File: src/rtl/w3bsf_pkg.sv
package w3bsf_pkg;

    localparam int PIX_W   = 8;
    localparam int CFG_W   = 11;
    localparam int INDEX_W = 2;
    localparam int SUM_W   = 12;
    localparam int GRAD_W  = 11;

    localparam int DEF_MAX_WIDTH    = 1024;
    localparam int DEF_MAX_HEIGHT   = 1024;
    localparam int DEF_FRAME_WIDTH  = 640;
    localparam int DEF_FRAME_HEIGHT = 480;

    localparam logic [INDEX_W-1:0] REG_FRAME_WIDTH  = 2'd0;
    localparam logic [INDEX_W-1:0] REG_FRAME_HEIGHT = 2'd1;
    localparam logic [INDEX_W-1:0] REG_FILTER_MODE  = 2'd2;

    localparam logic MODE_BOX   = 1'b0;
    localparam logic MODE_SOBEL = 1'b1;
    localparam logic DEF_MODE   = MODE_SOBEL;

    localparam logic CMD_PIXEL = 1'b0;
    localparam logic CMD_FLUSH = 1'b1;

    localparam int PIX_MAX = 255;

    // floor(x / 9) == (x * 3641) >> 15 for x < 32768
    localparam int RECIP_W    = 12;
    localparam int RECIP_9    = 3641;
    localparam int RECIP_SH   = 15;
    localparam int ROUND_BIAS = 4;

    localparam int MIDQ_DEPTH = 2;
    localparam int OUTQ_DEPTH = 8;
    localparam int OUTQ_LVL_W = $clog2(OUTQ_DEPTH + 1);

    typedef struct packed {
        logic       command;
        logic [7:0] pixel;
    } in_item_t;

    typedef struct packed {
        logic [7:0] filtered_value;
        logic       frame_end;
    } result_t;

    typedef struct packed {
        logic emit;
        logic last;
        logic mask_top;
        logic mask_bottom;
        logic mask_left;
        logic mask_right;
    } work_flags_t;

    function automatic logic [GRAD_W-1:0] weigh3(
        input logic [PIX_W-1:0] a,
        input logic [PIX_W-1:0] b,
        input logic [PIX_W-1:0] c
    );
        return GRAD_W'(a) + (GRAD_W'(b) << 1) + GRAD_W'(c);
    endfunction

    function automatic logic [PIX_W-1:0] clip_abs(input logic signed [GRAD_W-1:0] g);
        logic [GRAD_W-1:0] mag;
        mag = g[GRAD_W-1] ? GRAD_W'(-g) : GRAD_W'(g);
        return (mag > GRAD_W'(PIX_MAX)) ? PIX_W'(PIX_MAX) : mag[PIX_W-1:0];
    endfunction

endpackage

File: src/rtl/w3bsf_fifo.sv
module w3bsf_fifo
    import w3bsf_pkg::*;
#(
    parameter int DW    = 8,
    parameter int DEPTH = 2,
    localparam int AW   = (DEPTH > 1) ? $clog2(DEPTH) : 1,
    localparam int LW   = $clog2(DEPTH + 1)
)
(
    input  logic          clk,
    input  logic          rst_n,
    input  logic          push,
    input  logic [DW-1:0] wdata,
    output logic          full,
    input  logic          pop,
    output logic [DW-1:0] rdata,
    output logic          empty,
    output logic [LW-1:0] level
);

    logic [DW-1:0] mem_reg [DEPTH];
    logic [AW-1:0] wr_ptr_reg, wr_ptr_next;
    logic [AW-1:0] rd_ptr_reg, rd_ptr_next;
    logic [LW-1:0] count_reg, count_next;
    logic          do_push;
    logic          do_pop;

    assign full    = (count_reg == LW'(DEPTH));
    assign empty   = (count_reg == '0);
    assign level   = count_reg;
    assign rdata   = mem_reg[rd_ptr_reg];
    assign do_push = push && !full;
    assign do_pop  = pop && !empty;

    always_comb
    begin
        wr_ptr_next = wr_ptr_reg;
        rd_ptr_next = rd_ptr_reg;
        count_next  = count_reg;
        if (do_push)
        begin
            wr_ptr_next = (wr_ptr_reg == AW'(DEPTH - 1)) ? '0 : wr_ptr_reg + AW'(1);
        end
        if (do_pop)
        begin
            rd_ptr_next = (rd_ptr_reg == AW'(DEPTH - 1)) ? '0 : rd_ptr_reg + AW'(1);
        end
        if (do_push && !do_pop)
        begin
            count_next = count_reg + LW'(1);
        end
        else if (do_pop && !do_push)
        begin
            count_next = count_reg - LW'(1);
        end
    end

    always_ff @(posedge clk or negedge rst_n)
    begin
        if (!rst_n)
        begin
            wr_ptr_reg <= '0;
            rd_ptr_reg <= '0;
            count_reg  <= '0;
        end
        else
        begin
            wr_ptr_reg <= wr_ptr_next;
            rd_ptr_reg <= rd_ptr_next;
            count_reg  <= count_next;
        end
    end

    always_ff @(posedge clk)
    begin
        if (do_push)
        begin
            mem_reg[wr_ptr_reg] <= wdata;
        end
    end

endmodule

File: config.mk
export PLATFORM = sky130hd
export DESIGN_NAME = w3bsf_fifo
export DESIGN_NICKNAME = d
export VERILOG_FILES = /design/src/rtl/w3bsf_pkg.sv /design/src/rtl/w3bsf_fifo.sv
export SDC_FILE = /design/constraint.sdc
export NUM_CORES = 1
export LEC_CHECK = 0
export BUFFER_PORTS_ARGS = -buffer_cell sky130_fd_sc_hd__buf_2
export CORE_UTILIZATION = 30
export CTS_BUF_LIST = sky130_fd_sc_hd__clkbuf_8
export DETAILED_ROUTE_END_ITERATION = 8
export HOLD_SLACK_MARGIN = 0.08
export PLACE_DENSITY = 0.51
export RECOVER_POWER = 50
export SYNTH_ARGS = -nofsm -noshare
export SYNTH_HDL_FRONTEND = slang
export SYNTH_SLANG_ARGS = --single-unit
File: constraint.sdc
create_clock -name clk -period 2 [get_ports clk]
set_clock_uncertainty 0.15 [all_clocks]
set_input_delay 0.5 -clock clk [delete_from_list [all_inputs] [get_ports clk]]
set_output_delay 0.5 -clock clk [all_outputs]
set_load 0.02 [all_outputs]
# After elaboration in Yosys (flattened, before gate mapping)
# Memories as Yosys holds them, arrays and structs flattened.
# Index checks and enable logic that the tools add are counted.
[totals]
register_bits = 4
latchBits = 0
ram_bits = 16
mem_bits_ro = 0
elab_cells = 25
memories = 1
[mem_list]
columns = ["name", "depth", "width", "read_ports", "rd_clocked_by_memory_dff", "wr", "line_no", "rtl"]
rows = [
  ["mem_reg", 2, 8, 1, 0, 1, "w3bsf_fifo.sv:21", "logic [DW-1:0] mem_reg [DEPTH];"],
]
[classes]
add_sub_neg = 4
mul = 0
div = 0
n_lt_le_gt_ge = 0
n_eq_ne = 1
shift = 0
muxes = 6
bitwise = 0
reduce_logical = 10
[ops]
columns = ["cell", "n"]
rows = [
  ["$logic_and 1x1->1", 4],
  ["$logic_not 1->1", 4],
  ["$mux 1", 4],
  ["$mux 2", 2],
  ["$add 1x1->1 const B", 2],
  ["$add 2x1->2 const B", 1],
  ["$eq 2x2->1 const B", 1],
  ["$logic_not 2->1", 1],
  ["$reduce_bool 2->1", 1],
  ["$sub 2x1->2 const B", 1],
]

# Logic depth before layout (Yosys ltp)
[logic_depth]
ltp_word = 7
depth_mapped = 7
depth_no_buf = 7

# Worst setup path before layout
# No wires, ideal clock.
[synth_path]
path_kind = "register to register"
from = "register count_reg[0], in the netlist level[0]"
to = "memory mem_reg[0][0], enable pin"
setup_time_ps = 370
arrival_time_ps = 1173
slack_ps = 307
path_stages_with_launch = 4
n_path_buf = 0
period_less_slack_ps = 1693
path_cell_list = "dfrtp_1 > nand2b_1 > nand2_2 > nor2_1"
[synth_between]
elab_chain_cells = 5
[synth_lines]
columns = ["item", "line_no", "rtl"]
rows = [
  ["from (decl)", "w3bsf_fifo.sv:24", "logic [LW-1:0] count_reg, count_next;"],
  ["from (signal assigned)", "w3bsf_fifo.sv:70", "count_reg <= count_next;"],
  ["$eq 2x2->1", "w3bsf_fifo.sv:28", "assign full = (count_reg == LW'(DEPTH));"],
  ["$logic_not 1->1", "w3bsf_fifo.sv:32", "assign do_push = push && !full;"],
  ["$logic_and 1x1->1", "w3bsf_fifo.sv:32", ""],
  ["$mux 1", "w3bsf_fifo.sv:76", "if (do_push)"],
  ["$mux 1 (implied by the code)", "w3bsf_fifo.sv:78", "mem_reg[wr_ptr_reg] <= wdata;"],
  ["to (decl)", "w3bsf_fifo.sv:21", ""],
]
# No other way between the ends.

# Worst setup path in the final report
[layout_path]
from = "register rd_ptr_reg"
to = "output rdata[2]"
[layout_between]
elab_chain_cells = 1
[layout_lines]
columns = ["item", "line_no", "rtl"]
rows = [
  ["from (decl)", "w3bsf_fifo.sv:23", "logic [AW-1:0] rd_ptr_reg, rd_ptr_next;"],
  ["from (signal assigned)", "w3bsf_fifo.sv:69", "rd_ptr_reg <= rd_ptr_next;"],
  ["$mem_v2 2x8", "n/a", ""],
  ["to (decl)", "w3bsf_fifo.sv:16", "output logic [DW-1:0] rdata,"],
]
# No other way between the ends.

==> results.tsv <==
metric	value	unit
cts_made_buffers	3	
routed_wl	1140	um
synthesis.area	782	um^2
initial_utilization	31.6	%
synth-compound-area-share	0.640	%
cts.path.max_buffers	2	
drv_slew	0	
finish.utilization	40.8	%
seq_area	582	um^2
core-area	2480	um^2
maxCapViolCount	0	
path_cells	mux2_2 -> buf_2	
post_cts_buffers	0	
worstPathMaxFanout	9	
layout_commonest_cell	buf_2	
grt_pass1_wl	1830	um
critPathArrivalTime	1.26	ns
worstSetupPathType	reg -> out	
p_clk_share	24.3	%
p_comb_share	33.4	%
p_switching	520	uW
syn_to_final_growth	29.1	%
ys_types	15	
layout_common_cells	buf_2, edfxtp_1, mux2_1	
diodes	0	
synth.area.mux_share	11.5	%
antenna_found_initial	0	
io_buffer_count	23	
power_density	1590	nW/um^2
start_kind	register	
io_pins	24	
ys.warnings.count	0	
insertion_delay	0.25	ns
synthAdderAreaFrac	1.60	%
r2r-end	mem_reg[0][1]	
htreeDepth	1	
critPathTopFamily	flip-flops	
final_antenna_net_count	0	
min_to	mem_reg[0][2]	
syn_avg_cell_area	17.8	um^2
first_global_vias	417	
min_period	1.91	ns
p_int	1.08	mW
synthSimpleGateAreaFrac	3.84	%
cts_tree	built	
tightestPinTransition	0.445	ns
dp.final_hpwl	837	um
hp-start	wdata[2]	
grt_usage	9.59	%
grt_overflow	0	
drt_iter0_markers	10	
finalCritPeriodShare	95.4	%
die_h	53.1	um
hold_violations	0	
cp-end-kind	output port	
ys_seq_area_share	74.2	%
yosys.area_share.xor_xnor	6.56	%
rows	18	
rrSetupSlack	0.28	ns
largest_reg_flops	16	
nets	86	
power	1.60	mW
clkSinkCount	20	
seq_power_share	42.3	%
worstReg2RegStart	level[0]	
multi_input_area	186	um^2
drc	0	
hold_class	in -> reg	
fmax	524	MHz
cp.required	1.35	ns
dr.pass1.iters	2	
synthCells	44	
status	completed	
ir_drop	0.00102	V
p_leak	0.414	nW
place_ws	0.217	ns
slew_headroom	70.3	%
slowest_delay	0.49	ns
ff2ff_path_depth	4	
routed_via_density	4.29	
syn-num-nets	57	
final.setup.worst_slack	0.0920	ns
holdPathStages	1	
nFillCells	237	
gp_congestion	0.572	
cts_root_buf	clkbuf_8	
ys_ff_latch	20	
path_buf_inv	1	
rsz0062_at_grt	no	
die_w	53.1	um
critPathSlowestCell	dfrtp_2	
wl_per_cell	11.2	um
clk_pin_slew	0.07	ns
setup-tns-final	0	ns
drive_gt1_share	38.9	%
setup_viol	0	
grt_start_max_net_pins	13	
vias	438	
switching_share	32.5	%
die_area	2810	um^2
synth_top_family_by_area	multiplexers	
cells by family (layout without fill, tap and decap cells):
kind of cell | count (synthesis) | after routing
simple gates | 6 | 6
buf+inv | 3 | 31
compound gates | 1 | 1
mux | 8 | 8
flops | 20 | 20
fa+ha+maj | 1 | 1
xor+xnor | 5 | 5
synth_stat cells, drive strengths merged:
master / number / share of area (%)
inv: 2 / 0.96
dfrtp: 4 / 13
mux2: 8 / 12
buf: 1 / 0.64
nor2: 3 / 1.4
and3: 1 / 0.80
xnor2: 3 / 4.3
xor2: 2 / 2.2
o21ai: 1 / 0.64
edfxtp: 16 / 61
nand2b: 1 / 0.80
nand2: 1 / 0.80
ha: 1 / 1.6
power groups by stage:
| stage | logic [mW] | clock network [mW] | registers (mW) |
|---|---|---|---|
| 2_1_floorplan | 0.401 | 0 | 0.666 |
| 3_3_place_gp | 0.555 | 0 | 0.685 |
| 3_5_place_dp | 0.553 | 0 | 0.689 |
| 4_1_cts | 0.557 | 0.400 | 0.683 |
| 5_1_grt | 0.588 | 0.420 | 0.697 |
| 6_report | 0.535 | 0.388 | 0.677 |
worst max path at each step:
stage               cells after the start       start       endpoint  slack (ns)
floorplan                               3    level[0]  mem_reg[0][0]        0.31
detailed placement                      2  rd_ptr_reg       rdata[2]        0.22
CTS                                     2  rd_ptr_reg       rdata[2]        0.05
global route                            2  rd_ptr_reg       rdata[7]       0.008
global placement                        2  rd_ptr_reg       rdata[4]        0.25
finish                                  2  rd_ptr_reg       rdata[2]        0.09
per-stage QoR:
stage	hold slack (ns)	instance area, um^2	instances
after floorplan	0.0544	782	44
after global placement	0.164	937	97
after detailed placement	0.164	937	97
after CTS	0.278	1020	102
after global routing	0.271	1010	102
final	0.284	1010	102
metal layers:
| metal | wire (um) | vias to the layer above | GRT usage, % |
|---|---|---|---|
| met5 | 0 | - | 0 |
| met4 | 9 | 0 | 3.95 |
| met3 | 106 | 2 | 4.89 |
| met2 | 498 | 18 | 14.8 |
| met1 | 525 | 202 | 11.2 |
| li1 | - | 216 | - |
repair_timing:
| action | CTS | global route |
|---|---|---|
| endpoints found under the setup margin | 8 | 0 |
| hold buffers | 1 | 0 |
| resized for setup | 1 | 0 |
| endpoints found under the hold margin | 4 | 0 |
layout make-up:
cell class              count  share of cell area, %
clock inverters             1                   2.97
well taps                  30                   3.72
multi-input cells          21                   18.5
repair buffers             25                   12.4
clock buffers               3                   4.09
flip-flops and latches     20                   57.6
inverters                   2                  0.743
(Power assumes the default switching activity.)
