`src/rtl/w3bsf_pkg.sv`:
```
package w3bsf_pkg;

    localparam int PIX_W   = 8;
    localparam int CFG_W   = 11;
    localparam int INDEX_W = 2;
    localparam int SUM_W   = 12;
    localparam int GRAD_W  = 11;

    localparam int DEF_MAX_WIDTH    = 1024;
    localparam int DEF_MAX_HEIGHT   = 1024;
    localparam int DEF_FRAME_WIDTH  = 640;
    localparam int DEF_FRAME_HEIGHT = 480;

    localparam logic [INDEX_W-1:0] REG_FRAME_WIDTH  = 2'd0;
    localparam logic [INDEX_W-1:0] REG_FRAME_HEIGHT = 2'd1;
    localparam logic [INDEX_W-1:0] REG_FILTER_MODE  = 2'd2;

    localparam logic MODE_BOX   = 1'b0;
    localparam logic MODE_SOBEL = 1'b1;
    localparam logic DEF_MODE   = MODE_SOBEL;

    localparam logic CMD_PIXEL = 1'b0;
    localparam logic CMD_FLUSH = 1'b1;

    localparam int PIX_MAX = 255;

    // floor(x / 9) == (x * 3641) >> 15 for x < 32768
    localparam int RECIP_W    = 12;
    localparam int RECIP_9    = 3641;
    localparam int RECIP_SH   = 15;
    localparam int ROUND_BIAS = 4;

    localparam int MIDQ_DEPTH = 2;
    localparam int OUTQ_DEPTH = 8;
    localparam int OUTQ_LVL_W = $clog2(OUTQ_DEPTH + 1);

    typedef struct packed {
        logic       command;
        logic [7:0] pixel;
    } in_item_t;

    typedef struct packed {
        logic [7:0] filtered_value;
        logic       frame_end;
    } result_t;

    typedef struct packed {
        logic emit;
        logic last;
        logic mask_top;
        logic mask_bottom;
        logic mask_left;
        logic mask_right;
    } work_flags_t;

    function automatic logic [GRAD_W-1:0] weigh3(
        input logic [PIX_W-1:0] a,
        input logic [PIX_W-1:0] b,
        input logic [PIX_W-1:0] c
    );
        return GRAD_W'(a) + (GRAD_W'(b) << 1) + GRAD_W'(c);
    endfunction

    function automatic logic [PIX_W-1:0] clip_abs(input logic signed [GRAD_W-1:0] g);
        logic [GRAD_W-1:0] mag;
        mag = g[GRAD_W-1] ? GRAD_W'(-g) : GRAD_W'(g);
        return (mag > GRAD_W'(PIX_MAX)) ? PIX_W'(PIX_MAX) : mag[PIX_W-1:0];
    endfunction

endpackage

```
`src/rtl/w3bsf_front.sv`:
```
module w3bsf_front
    import w3bsf_pkg::*;
#(
    parameter int MAX_WIDTH  = DEF_MAX_WIDTH,
    parameter int MAX_HEIGHT = DEF_MAX_HEIGHT,
    localparam int CW        = $clog2(MAX_WIDTH)
)
(
    input  logic               clk,
    input  logic               rst_n,
    input  logic               cfg_write,
    input  logic [INDEX_W-1:0] cfg_index,
    input  logic [CFG_W-1:0]   cfg_data,
    input  logic               accept,
    input  in_item_t           item,
    output work_flags_t        desc_flags,
    output logic [PIX_W-1:0]   desc_pixel,
    output logic [CW-1:0]      desc_col,
    output logic               mode
);

    localparam int HW   = $clog2(MAX_HEIGHT);
    localparam int IRW  = $clog2(MAX_HEIGHT + 2);
    localparam int WEW  = ($clog2(MAX_WIDTH + 1) > CFG_W) ? $clog2(MAX_WIDTH + 1) : CFG_W;
    localparam int HEW  = ($clog2(MAX_HEIGHT + 1) > CFG_W) ? $clog2(MAX_HEIGHT + 1) : CFG_W;
    localparam int W_RST = (DEF_FRAME_WIDTH > MAX_WIDTH) ? MAX_WIDTH : DEF_FRAME_WIDTH;
    localparam int H_RST = (DEF_FRAME_HEIGHT > MAX_HEIGHT) ? MAX_HEIGHT : DEF_FRAME_HEIGHT;

    logic [CW-1:0]  w_last_reg, w_last_next;
    logic [HW-1:0]  h_last_reg, h_last_next;
    logic           mode_reg, mode_next;
    logic [CW-1:0]  in_col_reg, in_col_next;
    logic [IRW-1:0] in_row_reg, in_row_next;
    logic [CW-1:0]  cen_col_reg, cen_col_next;
    logic [HW-1:0]  cen_row_reg, cen_row_next;

    logic [WEW-1:0] w_ext;
    logic [HEW-1:0] h_ext;
    logic [CW-1:0]  w_pick;
    logic [HW-1:0]  h_pick;
    logic           cfg_hit;
    logic           past_frame;

    assign w_ext = WEW'(cfg_data);
    assign h_ext = HEW'(cfg_data);

    always_comb
    begin
        if (w_ext == '0)
        begin
            w_pick = '0;
        end
        else if (w_ext > WEW'(MAX_WIDTH))
        begin
            w_pick = CW'(MAX_WIDTH - 1);
        end
        else
        begin
            w_pick = CW'(w_ext - WEW'(1));
        end
        if (h_ext == '0)
        begin
            h_pick = '0;
        end
        else if (h_ext > HEW'(MAX_HEIGHT))
        begin
            h_pick = HW'(MAX_HEIGHT - 1);
        end
        else
        begin
            h_pick = HW'(h_ext - HEW'(1));
        end
    end

    // classification of the incoming beat at the input port
    assign past_frame = (in_row_reg > IRW'(h_last_reg));
    assign desc_pixel = (item.command == CMD_FLUSH || past_frame) ? '0 : item.pixel;
    assign desc_col   = in_col_reg;

    assign desc_flags.emit        = (in_row_reg >= IRW'(2))
                                 || (in_row_reg == IRW'(1) && in_col_reg != '0);
    assign desc_flags.mask_top    = (cen_row_reg == '0);
    assign desc_flags.mask_bottom = (cen_row_reg == h_last_reg);
    assign desc_flags.mask_left   = (cen_col_reg == '0);
    assign desc_flags.mask_right  = (cen_col_reg == w_last_reg);
    assign desc_flags.last        = desc_flags.emit && desc_flags.mask_bottom
                                 && desc_flags.mask_right;

    assign mode = mode_reg;

    always_comb
    begin
        w_last_next  = w_last_reg;
        h_last_next  = h_last_reg;
        mode_next    = mode_reg;
        in_col_next  = in_col_reg;
        in_row_next  = in_row_reg;
        cen_col_next = cen_col_reg;
        cen_row_next = cen_row_reg;
        cfg_hit      = 1'b0;

        if (cfg_write)
        begin
            unique case (cfg_index)
                REG_FRAME_WIDTH:
                begin
                    w_last_next = w_pick;
                    cfg_hit     = 1'b1;
                end
                REG_FRAME_HEIGHT:
                begin
                    h_last_next = h_pick;
                    cfg_hit     = 1'b1;
                end
                REG_FILTER_MODE:
                begin
                    mode_next = cfg_data[0];
                    cfg_hit   = 1'b1;
                end
                default:
                begin
                    cfg_hit = 1'b0;
                end
            endcase
        end

        if (cfg_hit || (accept && desc_flags.last))
        begin
            in_col_next  = '0;
            in_row_next  = '0;
            cen_col_next = '0;
            cen_row_next = '0;
        end
        else if (accept)
        begin
            if (in_col_reg == w_last_reg)
            begin
                in_col_next = '0;
                in_row_next = in_row_reg + IRW'(1);
            end
            else
            begin
                in_col_next = in_col_reg + CW'(1);
            end
            if (desc_flags.emit)
            begin
                if (cen_col_reg == w_last_reg)
                begin
                    cen_col_next = '0;
                    cen_row_next = cen_row_reg + HW'(1);
                end
                else
                begin
                    cen_col_next = cen_col_reg + CW'(1);
                end
            end
        end
    end

    always_ff @(posedge clk or negedge rst_n)
    begin
        if (!rst_n)
        begin
            w_last_reg  <= CW'(W_RST - 1);
            h_last_reg  <= HW'(H_RST - 1);
            mode_reg    <= DEF_MODE;
            in_col_reg  <= '0;
            in_row_reg  <= '0;
            cen_col_reg <= '0;
            cen_row_reg <= '0;
        end
        else
        begin
            w_last_reg  <= w_last_next;
            h_last_reg  <= h_last_next;
            mode_reg    <= mode_next;
            in_col_reg  <= in_col_next;
            in_row_reg  <= in_row_next;
            cen_col_reg <= cen_col_next;
            cen_row_reg <= cen_row_next;
        end
    end

endmodule

```
`config.mk`:
```
export PLATFORM = sky130hd
export DESIGN_NAME = w3bsf_front
export DESIGN_NICKNAME = d
export VERILOG_FILES = /design/src/rtl/w3bsf_pkg.sv /design/src/rtl/w3bsf_front.sv
export SDC_FILE = /design/constraint.sdc
export NUM_CORES = 1
export LEC_CHECK = 0
export BUFFER_PORTS_ARGS = -buffer_cell sky130_fd_sc_hd__buf_2
export CORE_ASPECT_RATIO = 1.2
export CORE_MARGIN = 4
export CORE_UTILIZATION = 55
export CTS_CLUSTER_SIZE = 40
export DETAILED_ROUTE_END_ITERATION = 10
export HOLD_SLACK_MARGIN = 0.08
export PLACE_DENSITY = 0.78
export RECOVER_POWER = 25
export SLEW_MARGIN = 20
export SYNTH_ARGS = -nofsm -noshare
export SYNTH_HDL_FRONTEND = slang
export SYNTH_SLANG_ARGS = --single-unit
```
`constraint.sdc`:
```
create_clock -name clk -period 6.4 [get_ports clk]
set_clock_uncertainty 0.2 [all_clocks]
set_input_delay 0.64 -clock clk [delete_from_list [all_inputs] [get_ports clk]]
set_output_delay 0.64 -clock clk [all_outputs]
set_load 0.05 [all_outputs]
```
After elaboration in Yosys (flattened, before gate mapping)
Cells that the tools add are included.

cells by class
  add/subtract/negate cells = 5
  magnitude comparators = 3
  eq/ne operators = 6
  muxes and demuxes = 19
  reduce and logical (&&, ||, !) cells = 23

operators by type and width
  cell                                                                 count
  2-to-1 mux 10 bit                                                    13
  2-to-1 mux 11 bit                                                    3
  adder 10 x 1 -> 10 bit (second input constant)                       3
  equality test 10 bit                                                 3
  logical NOT 10 bit                                                   2
  adder 11 x 1 -> 11 bit (second input constant)                       1
  equality test 11 x 1 -> 1 bit (second input constant)                1
  greater-or-equal comparator 11 x 2 -> 1 bit (second input constant)  1
  greater-than comparator 11 x 10 -> 1 bit                             1
  greater-than comparator 11 bit (second input constant)               1
  logical NOT 11 bit                                                   1
  AND reduction 2 bit                                                  5
  nonzero test 10 bit                                                  1
  subtractor 10 x 1 -> 10 bit (second input constant)                  1
  2-to-1 mux 8 bit                                                     1
  nonzero test 2 bit                                                   4
  logical AND 1 bit                                                    4
  logical OR 1 bit                                                     3
  AND reduction 3 bit                                                  1
  OR reduction 3 bit                                                   1
  equality test 2 x 1 -> 1 bit (second input constant)                 1
  equality test 2 bit (second input constant)                          1
  logical NOT 2 bit                                                    1
  2-to-1 mux 1 bit                                                     2

word-level totals
  bits in registers = 62
  input bits = 26
  output and inout port bits = 25
  word-level logic and storage cells = 63

Longest topological paths before layout
  depth in word-level cells = 9
  depth in mapped cells = 11
  mapped depth without buffers = 9

Worst setup path before layout
Ideal clock, no wire load.

  path kind = reg-to-output
  from = reg h_last_reg[1]
  to = out desc_pixel[0]
  data arrival time = 2,915 ps
  required time = 5,560 ps
  slack = 2,645 ps
  cell stages (with the launch flop) = 10
  buffers on the path = 0
  cell sequence = dfstp_2 > inv_1 > ha_1 > nor2b_1 > o21a_1 > o21a_1 > o21a_1 > o21ai_0 > a21oi_1 > nor3b_1

between the ends
  word-level cells in the longest chain between the ends = 3

ends and longest elaborated chain
  item                                      line                source
  from (decl)                               w3bsf_front.sv:30   logic [HW-1:0] h_last_reg, h_last_next;
  from (signal assigned)                    w3bsf_front.sv:165  h_last_reg <= HW'(H_RST - 1);
  from (signal assigned)                    w3bsf_front.sv:175  h_last_reg <= h_last_next;
  greater-than comparator 11 x 10 -> 1 bit  w3bsf_front.sv:76   assign past_frame = (in_row_reg > IRW'(h_last_reg));
  logical OR 1 bit                          w3bsf_front.sv:77   assign desc_pixel = (item.command == CMD_FLUSH || past_frame) ? '0 : item.pixel;
  2-to-1 mux 8 bit                          w3bsf_front.sv:77
  to (decl)                                 w3bsf_front.sv:17   output logic [PIX_W-1:0] desc_pixel,

No other way between the ends.

Worst setup path in the final report
  from = reg h_last_reg[1]
  to = out desc_pixel[5]

Same word-level chain as after synthesis.

==> run_results.csv <==
group,metric,value,unit
finish,drive_above_1_share,18.28,%
min_path,worstHoldPathCells,2,
die,die_width,84.84,um
setup_path,setup.worst_path.end_class,"primary output",
setup_path,slack_of_the_worst_reg_to_reg_path,3470,ps
timing,worstMarginPinSlew,3207,ps
clock_tree,htree_levels,3,
clock_tree,root_driver,"clkbuf_8",
setup_path,worstPathRequired,5560,ps
clock_tree,postCtsSetupRepairBufs,0,
grt,grt_usage,21.14,%
finish,insertedDiodeCount,0,
setup_path,setup.worst_path.start,"h_last_reg[1]",
timing,layout_worst_path_cycle_share,56.38,%
setup_path,timing.critical_path.arrival,2770,ps
synthesis,synth_warnings,0,
drt,drt-pass1-iter-count,5,
finish,mostFrequentLayoutCells,"nor2_1 (49), buf_2 (49), nand2_1 (47), xor2_1 (46), dfrtp_1 (45)",
clock_tree,cts-hold-fix-buffers,0,
power,comb_power_share,21.8,%
synthesis,post_synth_num_cell_types,42,
min_path,holdCritPathClass,"flop to flop",
timing,final.min_clock_period,3608,ps
die,die_h,100.2,um
timing,setup_violation_total_in_the_final_timing_report,0,
power,internal_power,0.7013,mW
clock_tree,cts_inserted_buffers,9,
synthesis,async_flop_share,100.0,%
synthesis,synth_edf_count,0,
finish,multi_input_logic_area,2172,um^2
timing,fmax,277.2,MHz
synthesis,synth_seq_cells,62,
clock_tree,cts.clk_slew.worst_paths,70,ps
finish,area_growth_syn_to_layout,12.40,%
drt,route.antenna.remaining_nets,0,
power,power_per_cell_area,239.1,nW/um^2
setup_path,crit-reg2reg-launch,"w_last_reg[4]",
timing,tns,0,ps
synthesis,synth.net_count,482,
setup_path,depth_of_the_most_critical_reg_to_reg_path,7,
synthesis,syn_inst,436,
drt,vias,3245,
grt,grt-ovfl-total,0,
power,power_frac_clock,32.1,%
clock_tree,cts_num_sinks,62,
clock_tree,worst_skew_pair.late_latency,340,ps
run_status,run_status,"complete, but fails checks",
timing,grt_setup_unrepaired,"no",
clock_tree,clock_path_buffers,2,
clock_tree,tritoncts,"built",
drt,routedWlPerCell,15.13,um
die,start_util,56.85,%
placement,finalWeightedCongestion,0.8503,
run_status,violations,"capacitance limit, slew limit",
synthesis,yosysSeqAreaShare,40.37,%
drt,drtIter0Drc,127,
finish,largest_register_ffs,11,
finish,regArea,1573,um^2
placement,port-buffer-count,50,
timing,relSlewSlack,-113.8,%
power,power.share.sequential,46.1,%
power,leakagePower,2.085,nW
drt,drc,0,
setup_path,crit_path_max_fanout,8,
synthesis,syn-mean-instance-area,8.936,um^2
setup_path,rr_endpoint,"desc_col[0]",
timing,hold_viol,0,
timing,final-max-slew-violation-count,63,
finish,final.fill_count,581,
grt,grt_first_pass_wirelength,14.67,mm
power,switching_share,33.03,%
die,core_area,6854,um^2
drt,route.final.wire_length,8.684,mm
grt,grt_antenna_before_repair,0,
synthesis,yosys_most_used_dff,"dfrtp_1",
finish,finalNetCount,528,
placement,post-place-ws,3161,ps
synthesis,synth.cell_area,3896,um^2
power,ir_drop,0.0001220,V
setup_path,worst_setup_path_category,"flop to primary output",
power,p_sw,0.3459,mW
clock_tree,post_cts_resize_count,0,
die,fp.dieArea,8500,um^2
timing,postLayoutSetupSlackWorst,2792,ps
die,floorplan.io_pins,51,
placement,place_hpwl,6.545,mm
job,max_cap_violations,1,
setup_path,worstSetupStartpointType,"flop",
die,fp-row-count,33,
grt,grt_max_degree,63,
drt,via_per_inst,5.653,
grt,vias_in_the_first_global_route,3175,
setup_path,timing.critical_path.to,"desc_pixel[5]",
==> metrics by stage <==
stage                     power (mW)  std cells  hold WS, ps  utilization, %  instance area [um^2]
final                          1.047        574        284.4           63.89                  4379
after detailed placement      0.7193        558        275.2           61.19                  4194
after CTS                      1.055        574        283.5           63.97                  4384
after global routing           1.102        574        321.2           63.89                  4379
after global placement        0.7100        558        264.9           61.19                  4194
after floorplan               0.6515        436        144.4               -                  3896
==> cells by family after synthesis <==
kind of cell | share of synthesized area [%]
flip-flops | 40.37
XOR/XNOR | 15.51
buffers and inverters | 3.886
multiplexers | 0.3852
AND/OR/NAND/NOR | 24.98
adder cells (fa/ha/maj) | 6.423
AO/OA/AOI/OAI | 8.446
==> worst min-delay path by stage <==
stage	slack [ps]	to	from
finish	280	mode	mode
global route	320	h_last_reg[2]	h_last_reg[2]
CTS	280	desc_col[3]	rst_n
detailed placement	280	mode	mode
global placement	260	mode	mode
floorplan	140	cen_col_reg[0]	rst_n
==> synthesized netlist by cell type, types with 2 or more instances <==
cell	count	area [um^2]
o21a_1	3	22.52
buf_2	7	35.03
and3_1	9	56.30
or3_1	3	18.77
dfrtp_1	45	1126
nand3_1	17	85.08
nand4_1	22	137.6
ha_1	20	250.2
clkbuf_1	7	26.28
a21oi_1	11	55.05
nor3_1	8	40.04
nor4_1	9	56.30
and2_1	3	18.77
nand3b_1	5	37.54
xnor2_1	23	201.4
xor2_1	46	402.9
a21o_1	3	22.52
dfstp_2	17	446.7
o21ai_0	29	145.1
nand2_1	47	176.4
nor3b_1	8	60.06
inv_1	22	82.58
buf_1	2	7.510
nand4b_1	3	26.28
nor2_1	49	183.9
a31o_2	2	17.52
==> metal layers <==
layer,up-vias,track usage [%],wire [um]
li1,1587,-,-
met1,1570,27.92,3940
met2,74,35.68,4309
met3,14,2.463,289
met4,0,8.039,146
met5,-,0,0
==> worst max-delay path: stages (launching register included) <==
cell and delay (ps):
dfstp_2 560, inv_1 50, ha_1 290, nor2b_1 130
o21a_1 160, o21a_1 170, o21a_1 160, o21ai_0 170
a21oi_1 220, nor3b_1 230, buf_2 300
==> layout make-up <==
| cell class | count | area share [%] |
|---|---|---|
| sequential | 62 | 35.91 |
| inverter | 22 | 1.886 |
| clock inverter | 6 | 1.429 |
| timing repair buffer | 51 | 5.771 |
| tap | 87 | 2.486 |
| clock buffer | 10 | 2.914 |
| multi-input combinational | 336 | 49.60 |
==> power groups by stage <==
stage	Sequential, mW	Combinational [mW]	Clock (mW)
finish	0.483	0.228	0.336
CTS	0.483	0.231	0.341
detailed placement	0.490	0.230	0
floorplan	0.494	0.157	0
global route	0.489	0.254	0.359
global placement	0.488	0.222	0
Note: power is estimated with default switching activity, not from simulation.
